$ cat src/sv/pcc_pkg.sv
// ----------------------------------------------------------------------------
// pcc_pkg
// Types and constants shared by the pedestrian crossing controller.
// ----------------------------------------------------------------------------
package pcc_pkg;

   // Width of the phase timer and of the time-since-green counter
   localparam int TIMER_WIDTH = 16;
   localparam int REG_WIDTH   = 16;
   localparam int CNT_WIDTH   = 4;
   localparam int CSR_IDX_W   = 3;
   // Duration width: a duration may reach 2^TIMER_WIDTH ticks
   localparam int DUR_WIDTH   = TIMER_WIDTH + 1;
   // Width used to compare since_green against min_green_ticks
   localparam int CMP_WIDTH   = (TIMER_WIDTH > REG_WIDTH) ? TIMER_WIDTH : REG_WIDTH;

   localparam int REQ_TDATA_W = 8;
   localparam int RSP_TDATA_W = 16;

   typedef enum logic [2:0] {
      PH_GREEN       = 3'd0,
      PH_GREEN_FLASH = 3'd1,
      PH_YELLOW      = 3'd2,
      PH_RED_CLEAR   = 3'd3,
      PH_WALK        = 3'd4,
      PH_WALK_FLASH  = 3'd5,
      PH_WALKER_CLR  = 3'd6
   } phase_type;

   typedef enum logic [1:0] {
      TONE_OFF = 2'd0,
      TONE_440 = 2'd1,
      TONE_330 = 2'd2
   } tone_type;

   typedef enum logic [CSR_IDX_W-1:0] {
      CSR_MIN_GREEN  = 3'd0,
      CSR_BLINK_HALF = 3'd1,
      CSR_YELLOW     = 3'd2,
      CSR_CLEAR      = 3'd3,
      CSR_TONE_HALF  = 3'd4,
      CSR_WALK_CYC   = 3'd5,
      CSR_FLASH_CNT  = 3'd6
   } csr_idx_type;

   // Result item, last field in the lowest bit
   typedef struct packed {
      logic [2:0] phase;
      tone_type   tone_code;
      logic       walker_green;
      logic       walker_red;
      logic       car_green;
      logic       car_yellow;
      logic       car_red;
   } result_type;

   localparam int RESULT_W = $bits(result_type);

   localparam logic [REG_WIDTH-1:0] RST_MIN_GREEN  = 16'd10000;
   localparam logic [REG_WIDTH-1:0] RST_BLINK_HALF = 16'd250;
   localparam logic [REG_WIDTH-1:0] RST_YELLOW     = 16'd2000;
   localparam logic [REG_WIDTH-1:0] RST_CLEAR      = 16'd1000;
   localparam logic [REG_WIDTH-1:0] RST_TONE_HALF  = 16'd500;
   localparam logic [CNT_WIDTH-1:0] RST_WALK_CYC   = 4'd5;
   localparam logic [CNT_WIDTH-1:0] RST_FLASH_CNT  = 4'd6;

   // Segment length: zero acts as one, capped at 2^TIMER_WIDTH
   function automatic logic [DUR_WIDTH-1:0] seg_len(input logic [REG_WIDTH-1:0] r);
      logic [DUR_WIDTH-1:0] lim;
      logic [CMP_WIDTH:0]   d;
      lim = {1'b1, {TIMER_WIDTH{1'b0}}};
      d   = (r == '0) ? (CMP_WIDTH+1)'(1) : (CMP_WIDTH+1)'(r);
      if (d > (CMP_WIDTH+1)'(lim)) begin
         return lim;
      end
      return DUR_WIDTH'(d);
   endfunction

   function automatic logic [CNT_WIDTH-1:0] at_least_one(input logic [CNT_WIDTH-1:0] v);
      return (v == '0) ? CNT_WIDTH'(1) : v;
   endfunction

endpackage

$ cat src/sv/pedestrian_crossing_controller_top.sv
// The result item of an accepted tick item is in the output register in the next cycle.
// One item per cycle unless the output stalls; the phase update is a single registered pass.
// The input is ready whenever the output register is empty or being taken.
// Reset (synchronous, active high) returns to car green, clears the request,
// the timers and the output valid, and loads the default register values.
// ----------------------------------------------------------------------------
// pedestrian_crossing_controller_top
// Pedestrian crossing light controller, one item per millisecond tick.
// ----------------------------------------------------------------------------
module pedestrian_crossing_controller_top
   import pcc_pkg::*;
(
   input  logic                   clock,
   input  logic                   reset,
   input  logic                   req_tvalid,
   output logic                   req_tready,
   input  logic [REQ_TDATA_W-1:0] req_tdata,   // [0] button, rest zero
   output logic                   rsp_tvalid,
   input  logic                   rsp_tready,
   output logic [RSP_TDATA_W-1:0] rsp_tdata,   // [0] car_red [1] car_yellow
                                               // [2] car_green [3] walker_red
                                               // [4] walker_green [6:5] tone_code
                                               // [9:7] phase, rest zero
   input  logic                   csr_we,
   input  logic [CSR_IDX_W-1:0]   csr_index,
   input  logic [REG_WIDTH-1:0]   csr_wdata
);

   // configuration registers
   logic [REG_WIDTH-1:0] min_green_ff, blink_half_ff, yellow_ff, clear_ff, tone_half_ff;
   logic [CNT_WIDTH-1:0] walk_cyc_ff, flash_cnt_ff;

   // controller state
   phase_type              phase_ff, phase_in;
   logic [TIMER_WIDTH-1:0] timer_ff, timer_in;
   logic [CNT_WIDTH-1:0]   rep_ff, rep_in;
   logic [1:0]             sub_ff, sub_in;
   logic                   request_ff, request_in;
   logic [TIMER_WIDTH-1:0] since_ff, since_in;

   // output register
   logic       rsp_valid_ff, rsp_valid_in;
   result_type result_ff, result_in;

   logic accept;

   assign req_tready = !rsp_valid_ff || rsp_tready;
   assign accept     = req_tvalid && req_tready;
   assign rsp_tvalid = rsp_valid_ff;
   assign rsp_tdata  = RSP_TDATA_W'(result_ff);

   always_ff @(posedge clock) begin
      if (reset) begin
         min_green_ff  <= RST_MIN_GREEN;
         blink_half_ff <= RST_BLINK_HALF;
         yellow_ff     <= RST_YELLOW;
         clear_ff      <= RST_CLEAR;
         tone_half_ff  <= RST_TONE_HALF;
         walk_cyc_ff   <= RST_WALK_CYC;
         flash_cnt_ff  <= RST_FLASH_CNT;
      end else if (csr_we) begin
         case (csr_index)
            CSR_MIN_GREEN:  min_green_ff  <= csr_wdata;
            CSR_BLINK_HALF: blink_half_ff <= csr_wdata;
            CSR_YELLOW:     yellow_ff     <= csr_wdata;
            CSR_CLEAR:      clear_ff      <= csr_wdata;
            CSR_TONE_HALF:  tone_half_ff  <= csr_wdata;
            CSR_WALK_CYC:   walk_cyc_ff   <= csr_wdata[CNT_WIDTH-1:0];
            CSR_FLASH_CNT:  flash_cnt_ff  <= csr_wdata[CNT_WIDTH-1:0];
            default: ;
         endcase
      end
   end

   always_comb begin
      phase_type              cur_ph;
      logic [TIMER_WIDTH-1:0] cur_timer;
      logic [CNT_WIDTH-1:0]   cur_rep;
      logic [CNT_WIDTH-1:0]   rep_inc;
      logic [1:0]             cur_sub;
      logic                   req_now;
      logic                   start;
      logic [DUR_WIDTH-1:0]   dur;
      logic [DUR_WIDTH-1:0]   tick;
      logic                   seg_end;
      logic                   in_green;

      phase_in   = phase_ff;
      timer_in   = timer_ff;
      rep_in     = rep_ff;
      sub_in     = sub_ff;
      request_in = request_ff;
      since_in   = since_ff;
      result_in  = '0;

      in_green  = (phase_ff == PH_GREEN) || (phase_ff > PH_WALKER_CLR);
      req_now   = request_ff || req_tdata[0];
      start     = in_green && req_now &&
                  (CMP_WIDTH'(since_ff) > CMP_WIDTH'(min_green_ff));

      cur_ph    = start ? PH_GREEN_FLASH : phase_ff;
      cur_timer = start ? '0 : timer_ff;
      cur_rep   = start ? '0 : rep_ff;
      cur_sub   = start ? '0 : sub_ff;
      rep_inc   = cur_rep + CNT_WIDTH'(1);

      dur = seg_len(clear_ff);
      case (cur_ph)
         PH_GREEN_FLASH: begin
            result_in.car_green  = (cur_sub == 2'd0);
            result_in.walker_red = 1'b1;
            dur = seg_len(blink_half_ff);
         end
         PH_YELLOW: begin
            result_in.car_yellow = 1'b1;
            result_in.walker_red = 1'b1;
            dur = seg_len(yellow_ff);
         end
         PH_WALK: begin
            result_in.car_red      = 1'b1;
            result_in.walker_green = 1'b1;
            result_in.tone_code    = (cur_sub == 2'd0) ? TONE_440 :
                                     (cur_sub == 2'd2) ? TONE_330 : TONE_OFF;
            dur = seg_len(tone_half_ff);
         end
         PH_WALK_FLASH: begin
            result_in.car_red      = 1'b1;
            result_in.walker_green = (cur_sub == 2'd0);
            result_in.tone_code    = (cur_sub == 2'd0) ? TONE_440 : TONE_OFF;
            dur = seg_len(blink_half_ff);
         end
         default: begin
            // red clear and walker red clear
            result_in.car_red    = 1'b1;
            result_in.walker_red = 1'b1;
         end
      endcase
      result_in.phase = cur_ph;

      tick    = DUR_WIDTH'(cur_timer) + DUR_WIDTH'(1);
      seg_end = (tick >= dur);

      if (in_green && !start) begin
         // hold green, latch the press, count green time with saturation
         result_in           = '0;
         result_in.car_green  = 1'b1;
         result_in.walker_red = 1'b1;
         result_in.phase      = PH_GREEN;
         phase_in   = PH_GREEN;
         request_in = req_now;
         if (since_ff != {TIMER_WIDTH{1'b1}}) begin
            since_in = since_ff + TIMER_WIDTH'(1);
         end
      end else begin
         phase_in = cur_ph;
         timer_in = seg_end ? '0 : tick[TIMER_WIDTH-1:0];
         rep_in   = cur_rep;
         sub_in   = cur_sub;
         if (start) begin
            request_in = 1'b1;
         end
         if (seg_end) begin
            case (cur_ph)
               PH_GREEN_FLASH, PH_WALK_FLASH: begin
                  if (cur_sub == 2'd0) begin
                     sub_in = 2'd1;
                  end else begin
                     sub_in = 2'd0;
                     rep_in = rep_inc;
                     if (rep_inc >= at_least_one(flash_cnt_ff)) begin
                        phase_in = (cur_ph == PH_GREEN_FLASH) ? PH_YELLOW : PH_WALKER_CLR;
                        rep_in   = '0;
                     end
                  end
               end
               PH_YELLOW: begin
                  phase_in = PH_RED_CLEAR;
                  rep_in   = '0;
                  sub_in   = '0;
               end
               PH_RED_CLEAR: begin
                  phase_in = PH_WALK;
                  rep_in   = '0;
                  sub_in   = '0;
               end
               PH_WALK: begin
                  if (cur_sub != 2'd3) begin
                     sub_in = cur_sub + 2'd1;
                  end else begin
                     sub_in = 2'd0;
                     rep_in = rep_inc;
                     if (rep_inc >= at_least_one(walk_cyc_ff)) begin
                        phase_in = PH_WALK_FLASH;
                        rep_in   = '0;
                     end
                  end
               end
               default: begin
                  // back to car green, drop the request, restart green time
                  phase_in   = PH_GREEN;
                  rep_in     = '0;
                  sub_in     = '0;
                  request_in = 1'b0;
                  since_in   = '0;
               end
            endcase
         end
      end
   end

   always_comb begin
      rsp_valid_in = rsp_valid_ff;
      if (accept) begin
         rsp_valid_in = 1'b1;
      end else if (rsp_tready) begin
         rsp_valid_in = 1'b0;
      end
   end

   always_ff @(posedge clock) begin
      if (reset) begin
         phase_ff     <= PH_GREEN;
         timer_ff     <= '0;
         rep_ff       <= '0;
         sub_ff       <= '0;
         request_ff   <= 1'b0;
         since_ff     <= '0;
         rsp_valid_ff <= 1'b0;
      end else begin
         rsp_valid_ff <= rsp_valid_in;
         if (accept) begin
            phase_ff   <= phase_in;
            timer_ff   <= timer_in;
            rep_ff     <= rep_in;
            sub_ff     <= sub_in;
            request_ff <= request_in;
            since_ff   <= since_in;
         end
      end
   end

   always_ff @(posedge clock) begin
      if (accept) begin
         result_ff <= result_in;
      end
   end

endmodule
$ cat config.mk
export PLATFORM = sky130hd
export DESIGN_NAME = pedestrian_crossing_controller_top
export DESIGN_NICKNAME = d
export VERILOG_FILES = /design/src/sv/pcc_pkg.sv /design/src/sv/pedestrian_crossing_controller_top.sv
export SDC_FILE = /design/constraint.sdc
export NUM_CORES = 1
export LEC_CHECK = 0
export BUFFER_PORTS_ARGS = -buffer_cell sky130_fd_sc_hd__buf_2
export CELL_PAD_IN_SITES_DETAIL_PLACEMENT = 0
export CELL_PAD_IN_SITES_GLOBAL_PLACEMENT = 1
export CORE_MARGIN = 5
export CORE_UTILIZATION = 45
export DETAILED_ROUTE_END_ITERATION = 10
export GPL_ROUTABILITY_DRIVEN = 0
export PLACE_DENSITY = 0.8
export SYNTH_ARGS = -nofsm -noshare
export SYNTH_HDL_FRONTEND = slang
export SYNTH_SLANG_ARGS = --single-unit
$ cat constraint.sdc
create_clock -name clock -period 11.8 [get_ports clock]
set_clock_uncertainty 0.2 [all_clocks]
set_input_delay 1.18 -clock clock [delete_from_list [all_inputs] [get_ports clock]]
set_output_delay 1.18 -clock clock [all_outputs]
set_load 0.01 [all_outputs]
# Yosys cells after proc, flatten, opt, wreduce, memory -nomap -nowiden
# Cells that the tools add are included.
# word_totals
regBits,141
word_cells,148
inputBits,32
output_inout_bits,18
# classes
magnitude_cmp,9
eq_ne,16
mux,64
n_addsub,4
reduce_logical,33
bitwise,1
# op_table
cell,count
$mux W16,10
$mux W17,9
$gt A16 B17 Y1 const B,4
$pmux W17 S4,1
$logic_not A16 Y1,4
$mux W4,8
$mux W3,8
$mux W1,19
$add A16 B1 Y17 const B,1
$ge A17 B17 Y1,1
$add A16 B1 Y16 const B,1
$gt A16 B16 Y1,1
$ne A16 B16 Y1 const B,1
$reduce_and A2 Y1,8
$eq A3 B3 Y1 const B,5
$eq A3 B2 Y1 const B,4
$pmux W3 S4,1
$mux W2,5
$ge A4 B4 Y1,2
$logic_not A4 Y1,2
$pmux W4 S2,1
$eq A3 B1 Y1 const B,2
$logic_not A3 Y1,2
$pmux W3 S2,1
other kinds (16),26

# Longest topological paths before layout
# Gate-level depths: netlist of the first run.
# logic_depth
word_depth,12
mapped_depth,26

# Worst setup path after synthesis of the first run
# Ideal clock, no wire load.
# synth_timing
kind,reg2reg
startpoint,register min_green_ff[11]
endpoint,register since_ff[11]
t_required_ps,11521
synth_period_minus_slack_ps,4922
setup_slack_ps,6878
path_stages_with_launch,27
t_arrival_ps,4643
setup_time_ps,79
path_cell_list,dfxtp_1 -> inv_1 -> ha_1 -> a21oi_1 -> o21a_1 -> nor2_1 -> a211o_1 -> o21ai_4 -> clkbuf_1 -> and2_1 -> ha_1 -> nand2_1 -> nor2_1 -> and2_1 -> nand3_1 -> xor2_1 -> nor2_1 -> ha_1 -> and4_1 -> nand2_1 -> nor2_1 -> a221oi_1 -> o21ai_1 -> o311a_1 -> or2_1 -> clkbuf_1 -> o211ai_1
# synth_via
elab_chain_len,8
word_cells_on_any_way,20
classes_between,1 x add/sub; 2 x order compare; 7 x eq/ne; 4 x mux; 6 x reduce/logical
# synth_lines
item,line,text
from (decl),pedestrian_crossing_controller_top.sv:30,"logic [REG_WIDTH-1:0] min_green_ff, blink_half_ff, yellow_ff, clear_ff, tone_half_ff;"
from (signal assigned),pedestrian_crossing_controller_top.sv:63,CSR_MIN_GREEN: min_green_ff <= csr_wdata;
$gt A16 B16 Y1 (*),pedestrian_crossing_controller_top.sv:99,(CMP_WIDTH'(since_ff) > CMP_WIDTH'(min_green_ff));
$logic_and A1 B1 Y1 (*),pedestrian_crossing_controller_top.sv:98,start = in_green && req_now &&
"parallel branches: the longest is 6 deep, another holds $add A16 B1 Y17",--,
to (signal assigned),pedestrian_crossing_controller_top.sv:237,since_ff <= since_in;
to (decl),pedestrian_crossing_controller_top.sv:39,"logic [TIMER_WIDTH-1:0] since_ff, since_in;"
# Every way passes the cells marked *.
# A chain may end at the register's enable or synchronous reset.

# Worst setup path in the final report of the first run
# layout_timing
startpoint,register since_ff[11]
endpoint,register since_ff[11]
# layout_via
elab_chain_len,8
word_cells_on_any_way,23
classes_between,2 x add/sub; 2 x order compare; 8 x eq/ne; 5 x mux; 6 x reduce/logical
# layout_lines
item
"parallel branches: the longest is 8 deep, another holds $add A16 B1 Y17"
# Parallel ways; which one is timed is not known. The select of a mux whose other input is x is not followed.

==> results.yml, run 1 <==
clocking:
  h-tree-depth: 4
  cts.reportedPaths.clkPinSlew_ps: 60
  cts_buffer_depth: 2
  cts_num_sinks: 141
  clk_latency_ps: 420
  cts-root-buf: "clkbuf_16"
  cts-resized-gates: 0
  cts_made_buffers: 17
  holdBufCountCts: 0
  cts_tree: "built"
  cts_post_setup_buffers_inserted: 0
die:
  die_x_um: 139
  initial_core_util: 0.456
  die_height_um: 139
  rows: 47
  die_area_um2: 19400
  core-area_um2: 16500
  pin_count: 50
logic_synthesis:
  ys_seq_elements: 141
  synth-main-ff-cell: "dfxtp_1"
  syn-cell-area_um2: 7530
  synth_edf_count: 10
  avgSynthCellArea_um2: 8.15
  synth_top_area_frac: 0.348
  yosysMostFrequentCell: "nand2_1"
  syn_inst: 925
  synthArstFlopShare: 0
  synth.distinct_cells: 70
  synth-seq-area-share: 0.388
  synth_commonest_cells: "nand2_1, dfxtp_1, a21oi_1"
  yosysTopAreaCell: "dfxtp_1"
  ys_top_cells_by_area: "dfxtp_1, nand2_1, ha_1"
  yosysWarnings: 0
grt:
  grt_pass1_vias: 5976
  grt_max_degree: 91
  grt_overflow_total: 0
  grt_pass1_wl_um: 33100
  grt.total_usage: 0.211
  grt_antenna_before_repair: 0
worst_setup_path:
  worstPathMaxFanout: 18
  criticalPathCategory: "flip-flop to flip-flop"
  critPathRequiredTime_ps: 11940
  end_kind: "flip-flop"
  startpoint_type: "flip-flop"
  critPathArrivalTime_ps: 6180
cells_and_area:
  nets: 1013
  diodes: 0
  drive_gt1_frac: 0.0908
  final_core_util: 0.508
  nFillCells: 1631
  fin_cells: 1167
  area_growth_pct: 11.3
flow_run:
  cap_viol_max_count: 0
detailed_routing:
  finalWirelength_um: 20500
  avgRoutedWirePerCell_um: 17.6
  via_count: 6593
  drc: 0
  ant_nets: 0
  drtIter0Drc: 632
  viasPerCell: 5.65
  drtPass1Iterations: 6
timing:
  max_freq_mhz: 166
  relSlewSlack: 0.407
  fin_crit_ps: 6040
  whs_ps: 255
  finalHoldViolations: 0
  tightest_slew_ps: 890
  setup_viol: 0
  drv_slew: 0
  fin_crit_sh: 0.512
  rsz0062_at_grt: "no"
  fin_tns_setup_ps: 0
place:
  placed_cells: 1136
  dp_hpwl_um: 14500
  portBuffers: 36
pwr:
  finalPower_w: 0.00114
  power_density_nw_per_um2: 136
  switching_share: 0.233
  p_clk_frac: 0.485
  power_frac_comb: 0.074
  seqPwrFrac: 0.441
  p_switching_w: 0.000265
  internal_power_w: 0.000873
  ir_drop_mv: 0.108
  p_leak_nw: 3.35
outcome:
  status: "completed"
hold_path:
  hold_class: "flip-flop to flip-flop"
==> area by class of cell <==
class / count / area (um2) / share of cell area
Clock buffer: 24 / 492 / 0.0586
Sequential cell: 141 / 2920 / 0.348
Timing Repair Buffer: 37 / 190 / 0.0227
Clock inverter: 7 / 110 / 0.0131
Tap cell: 220 / 275 / 0.0328
Inverter: 43 / 161 / 0.0192
Multi-Input combinational cell: 695 / 4240 / 0.505
==> cell families after synthesis <==
kind of cell / Yosys count / share of synthesized area
xor gates and xnor gates: 16 / 0.0186
AOI/OAI and AO/OA: 218 / 0.201
DFF: 141 / 0.388
and+or+nand+nor: 404 / 0.257
other: 1 / 0.000498
adders and majority gates: 46 / 0.0764
buffers and inverters: 94 / 0.0521
muxes: 5 / 0.00681
==> placed cells by master, fill, tap and decap left out, types with 12 or more instances in the layout <==
cell type,n
nand2_1,202
nand3_1,29
buf_2,35
dfxtp_1,131
inv_1,43
nor2_1,47
a21oi_1,88
ha_1,46
a222oi_1,13
nor4_1,20
a211o_1,12
clkbuf_16,17
and2_1,12
nand3b_1,26
o21ai_0,17
==> routing by layer <==
layer	share of wire	up-vias	routed length, um	track usage
met3	0.059	21	1220	0.0443
met1	0.49	3073	9960	0.310
met2	0.44	201	9030	0.314
met5	0	-	0	0
met4	0.014	0	283	0.0592
li1	-	3298	-	-
==> power by group through the flow <==
stage	Sequential, W	Combinational [W]	Clock (W)
global placement	0.000512	0.0000829	0
floorplan	0.000509	0.0000577	0
CTS	0.000501	0.0000840	0.000560
global route	0.000503	0.0000934	0.000585
finish	0.000502	0.0000841	0.000552
detailed placement	0.000512	0.0000837	0
==> per-stage QoR <==
step	worst slack, ps	cell area, um2
floorplan	6880	7550
detailed placement	5850	7790
global route	5260	8390
finish	5760	8390
global placement	5890	7790
CTS	5840	8390
==> path summary, 6_finish.rpt <==
| kind | from | end | slack (ps) | depth (start not counted) |
|---|---|---|---|---|
| worst max register to register | since_ff[11] | since_ff[11] | 5760 | 23 |
| worst min-delay path | min_green_ff[1] | min_green_ff[1] | 250 | 2 |
| worst max-delay path | since_ff[11] | since_ff[11] | 5760 | 23 |
| worst min register to register | min_green_ff[1] | min_green_ff[1] | 250 | 2 |
==> worst max-delay path, stage by stage (launching register included) <==
cell      delay, ps
dfxtp_1         420
ha_1            280
a21oi_1         150
o21a_1          140
nor2_1           40
a211o_1         350
o21ai_4         500
and2_1          290
ha_1            250
nand2_1          70
nor2_1          140
and2_1          270
nand4_1         140
xor2_1          160
nor2_1          220
ha_1            300
and4_1          200
nand2_1          70
nor2_1           40
a221oi_1        240
o21ai_1         320
o311a_1         570
or2_1           400
o211ai_1        200
==> state kept, by name (all words and copies together), names as in the netlist, 2 cells and up <==
signal,cells
min_green_ff,16
timer_ff,16
yellow_ff,16
clear_ff,16
rep_ff,4
flash_cnt_ff,4
blink_half_ff,16
rsp_tdata,10
sub_ff,2
since_ff,16
walk_cyc_ff,4
tone_half_ff,16
phase_ff,3
Note: power is estimated with default switching activity, not from simulation.
==> inputs of run 2 (changes only) <==
ABC_AREA = 1   (was unset)
PLACE_DENSITY = 0.82   (was 0.8)
clock period = 6.1 ns   (was 11.8 ns; I/O delays follow)
==> results.yml, run 2 <==
detailed_routing:
  via_count: 7080
  drtPass1Iterations: 5
  drc: 0
  viasPerCell: 5.21
  ant_nets: 0
  drtIter0Drc: 519
  finalWirelength_um: 20400
  avgRoutedWirePerCell_um: 15.0
clocking:
  cts.reportedPaths.clkPinSlew_ps: 60
  cts-resized-gates: 0
  cts_made_buffers: 17
  h-tree-depth: 4
  cts_num_sinks: 141
  cts_tree: "built"
  clk_latency_ps: 420
  cts_buffer_depth: 2
  cts-root-buf: "clkbuf_16"
  cts_post_setup_buffers_inserted: 0
  holdBufCountCts: 0
logic_synthesis:
  ys_seq_elements: 141
  syn_inst: 1102
  yosysWarnings: 0
  yosysTopAreaCell: "dfxtp_1"
  synth.distinct_cells: 49
  ys_top_cells_by_area: "dfxtp_1, nand2_1, ha_1"
  synthArstFlopShare: 0
  synth-seq-area-share: 0.372
  synth_edf_count: 10
  yosysMostFrequentCell: "nand2_1"
  synth_commonest_cells: "nand2_1, nor2_1, dfxtp_1"
  avgSynthCellArea_um2: 7.12
  synth_top_area_frac: 0.334
  syn-cell-area_um2: 7850
  synth-main-ff-cell: "dfxtp_1"
worst_setup_path:
  critical-path-max-stage-delay_ps: 410
  worstPathMaxFanout: 19
  startpoint_type: "flip-flop"
  critPathArrivalTime_ps: 5430
  cp_slowest_cell: "a221oi_1"
  criticalPathCategory: "flip-flop to flip-flop"
  critPathRequiredTime_ps: 6220
  end_kind: "flip-flop"
  cp_common_cell: "nand2_2"
cells_and_area:
  final_core_util: 0.508
  fin_cells: 1360
  final_cell_mix: "nand2_1, nor2_1, dfxtp_1"
  diodes: 0
  drive_gt1_frac: 0.107
  layout_commonest_cell: "nand2_1"
  area_growth_pct: 11.3
  nets: 1200
timing:
  relSlewSlack: 0.257
  max_freq_mhz: 188
  setup_viol: 0
  fin_tns_setup_ps: 0
  tightest_slew_ps: 1110
  fin_crit_ps: 5320
  finalHoldViolations: 0
  setup_ws_ps: 782
  rsz0062_at_grt: "no"
  drv_slew: 0
  fin_crit_sh: 0.872
grt:
  grt.total_usage: 0.209
  grt_antenna_before_repair: 0
  grt_pass1_vias: 6586
  grt_pass1_wl_um: 33900
  grt_max_degree: 91
  grt_overflow_total: 0
outcome:
  status: "completed"
die:
  initial_core_util: 0.457
  core-area_um2: 17200
  die_x_um: 142
  rows: 48
  die_area_um2: 20200
  pin_count: 50
  die_height_um: 142
pwr:
  ir_drop_mv: 0.218
  p_leak_nw: 3.89
  power_density_nw_per_um2: 309
place:
  dp_hpwl_um: 14400
  placed_cells: 1328
  portBuffers: 36
  place_ws_ps: 805
flow_run:
  cap_viol_max_count: 0
hold_path:
  hold_class: "flip-flop to flip-flop"
run 2: changes by cell type in the layout (fill, tap and decap cells not counted), sizes merged, moves of 10 or more:
cell    change
nor4       -11
inv        +94
nand2      +26
a211o      -11
a222oi     -13
and2       -12
a21boi     -12
nand3b     -26
o211ai     +11
o21ai      +75
nand3      +24
or3        -10
a22o       -10
nor2      +100
run 2: final cells by class:
class	instances	area, um2
Clock buffer	19	433
Clock inverter	13	154
Fill cell	1819	8440
Inverter	130	490
Multi-Input combinational cell	788	4210
Sequential cell	141	2920
Tap cell	225	282
Timing Repair Buffer	44	240
run 2: final timing paths:
kind / startpoint / end / slack (ps) / cells after the start
worst max-delay path: since_ff[7] / since_ff[8] / 780 / 30
worst min-delay path: min_green_ff[7] / min_green_ff[7] / 260 / 2
worst max register to register: since_ff[7] / since_ff[8] / 780 / 30
worst min register to register: min_green_ff[7] / min_green_ff[7] / 260 / 2
run 2: per-layer routing:
layer  vias up  GRT usage  routed length, um
li1       3681          -                  -
met3        19     0.0343                983
met1      3222      0.302              10000
met4         0     0.0545                239
met2       158      0.326               9150
met5         -          0                  0
run 2: logic make-up after synthesis:
logic type	Yosys count	share of synthesized area
AO/OA/AOI/OAI	249	0.179
buffers and inverters	178	0.0936
XOR/XNOR	17	0.0190
adder cells (fa/ha/maj)	46	0.0733
other	1	0.000478
AND/OR/NAND/NOR	470	0.262
flip-flops	141	0.372
run 2: critical path, delay by kind of cell (launching register included):
family / cells / cell delay (ps)
AOI/OAI and AO/OA: 6 / 1060
and+or+nand+nor: 18 / 2170
buffers and inverters: 4 / 750
DFF: 1 / 350
adders and majority gates: 2 / 650
run 2: report_power, final:
part	leakage [nW]	internal, W	switching (W)
logic	2.44	0.000201	0.000410
clock network	0.284	0.000614	0.000433
registers	1.16	0.000992	0.0000513
total	3.89	0.00181	0.000894
run 2: through the flow:
step	power, W	instance area (um2)	hold slack [ps]
after floorplan	0.00153	7870	230
after CTS	0.00273	8730	269
after global placement	0.00167	8150	244
after global routing	0.00288	8730	283
final	0.00270	8730	264
after detailed placement	0.00168	8150	257
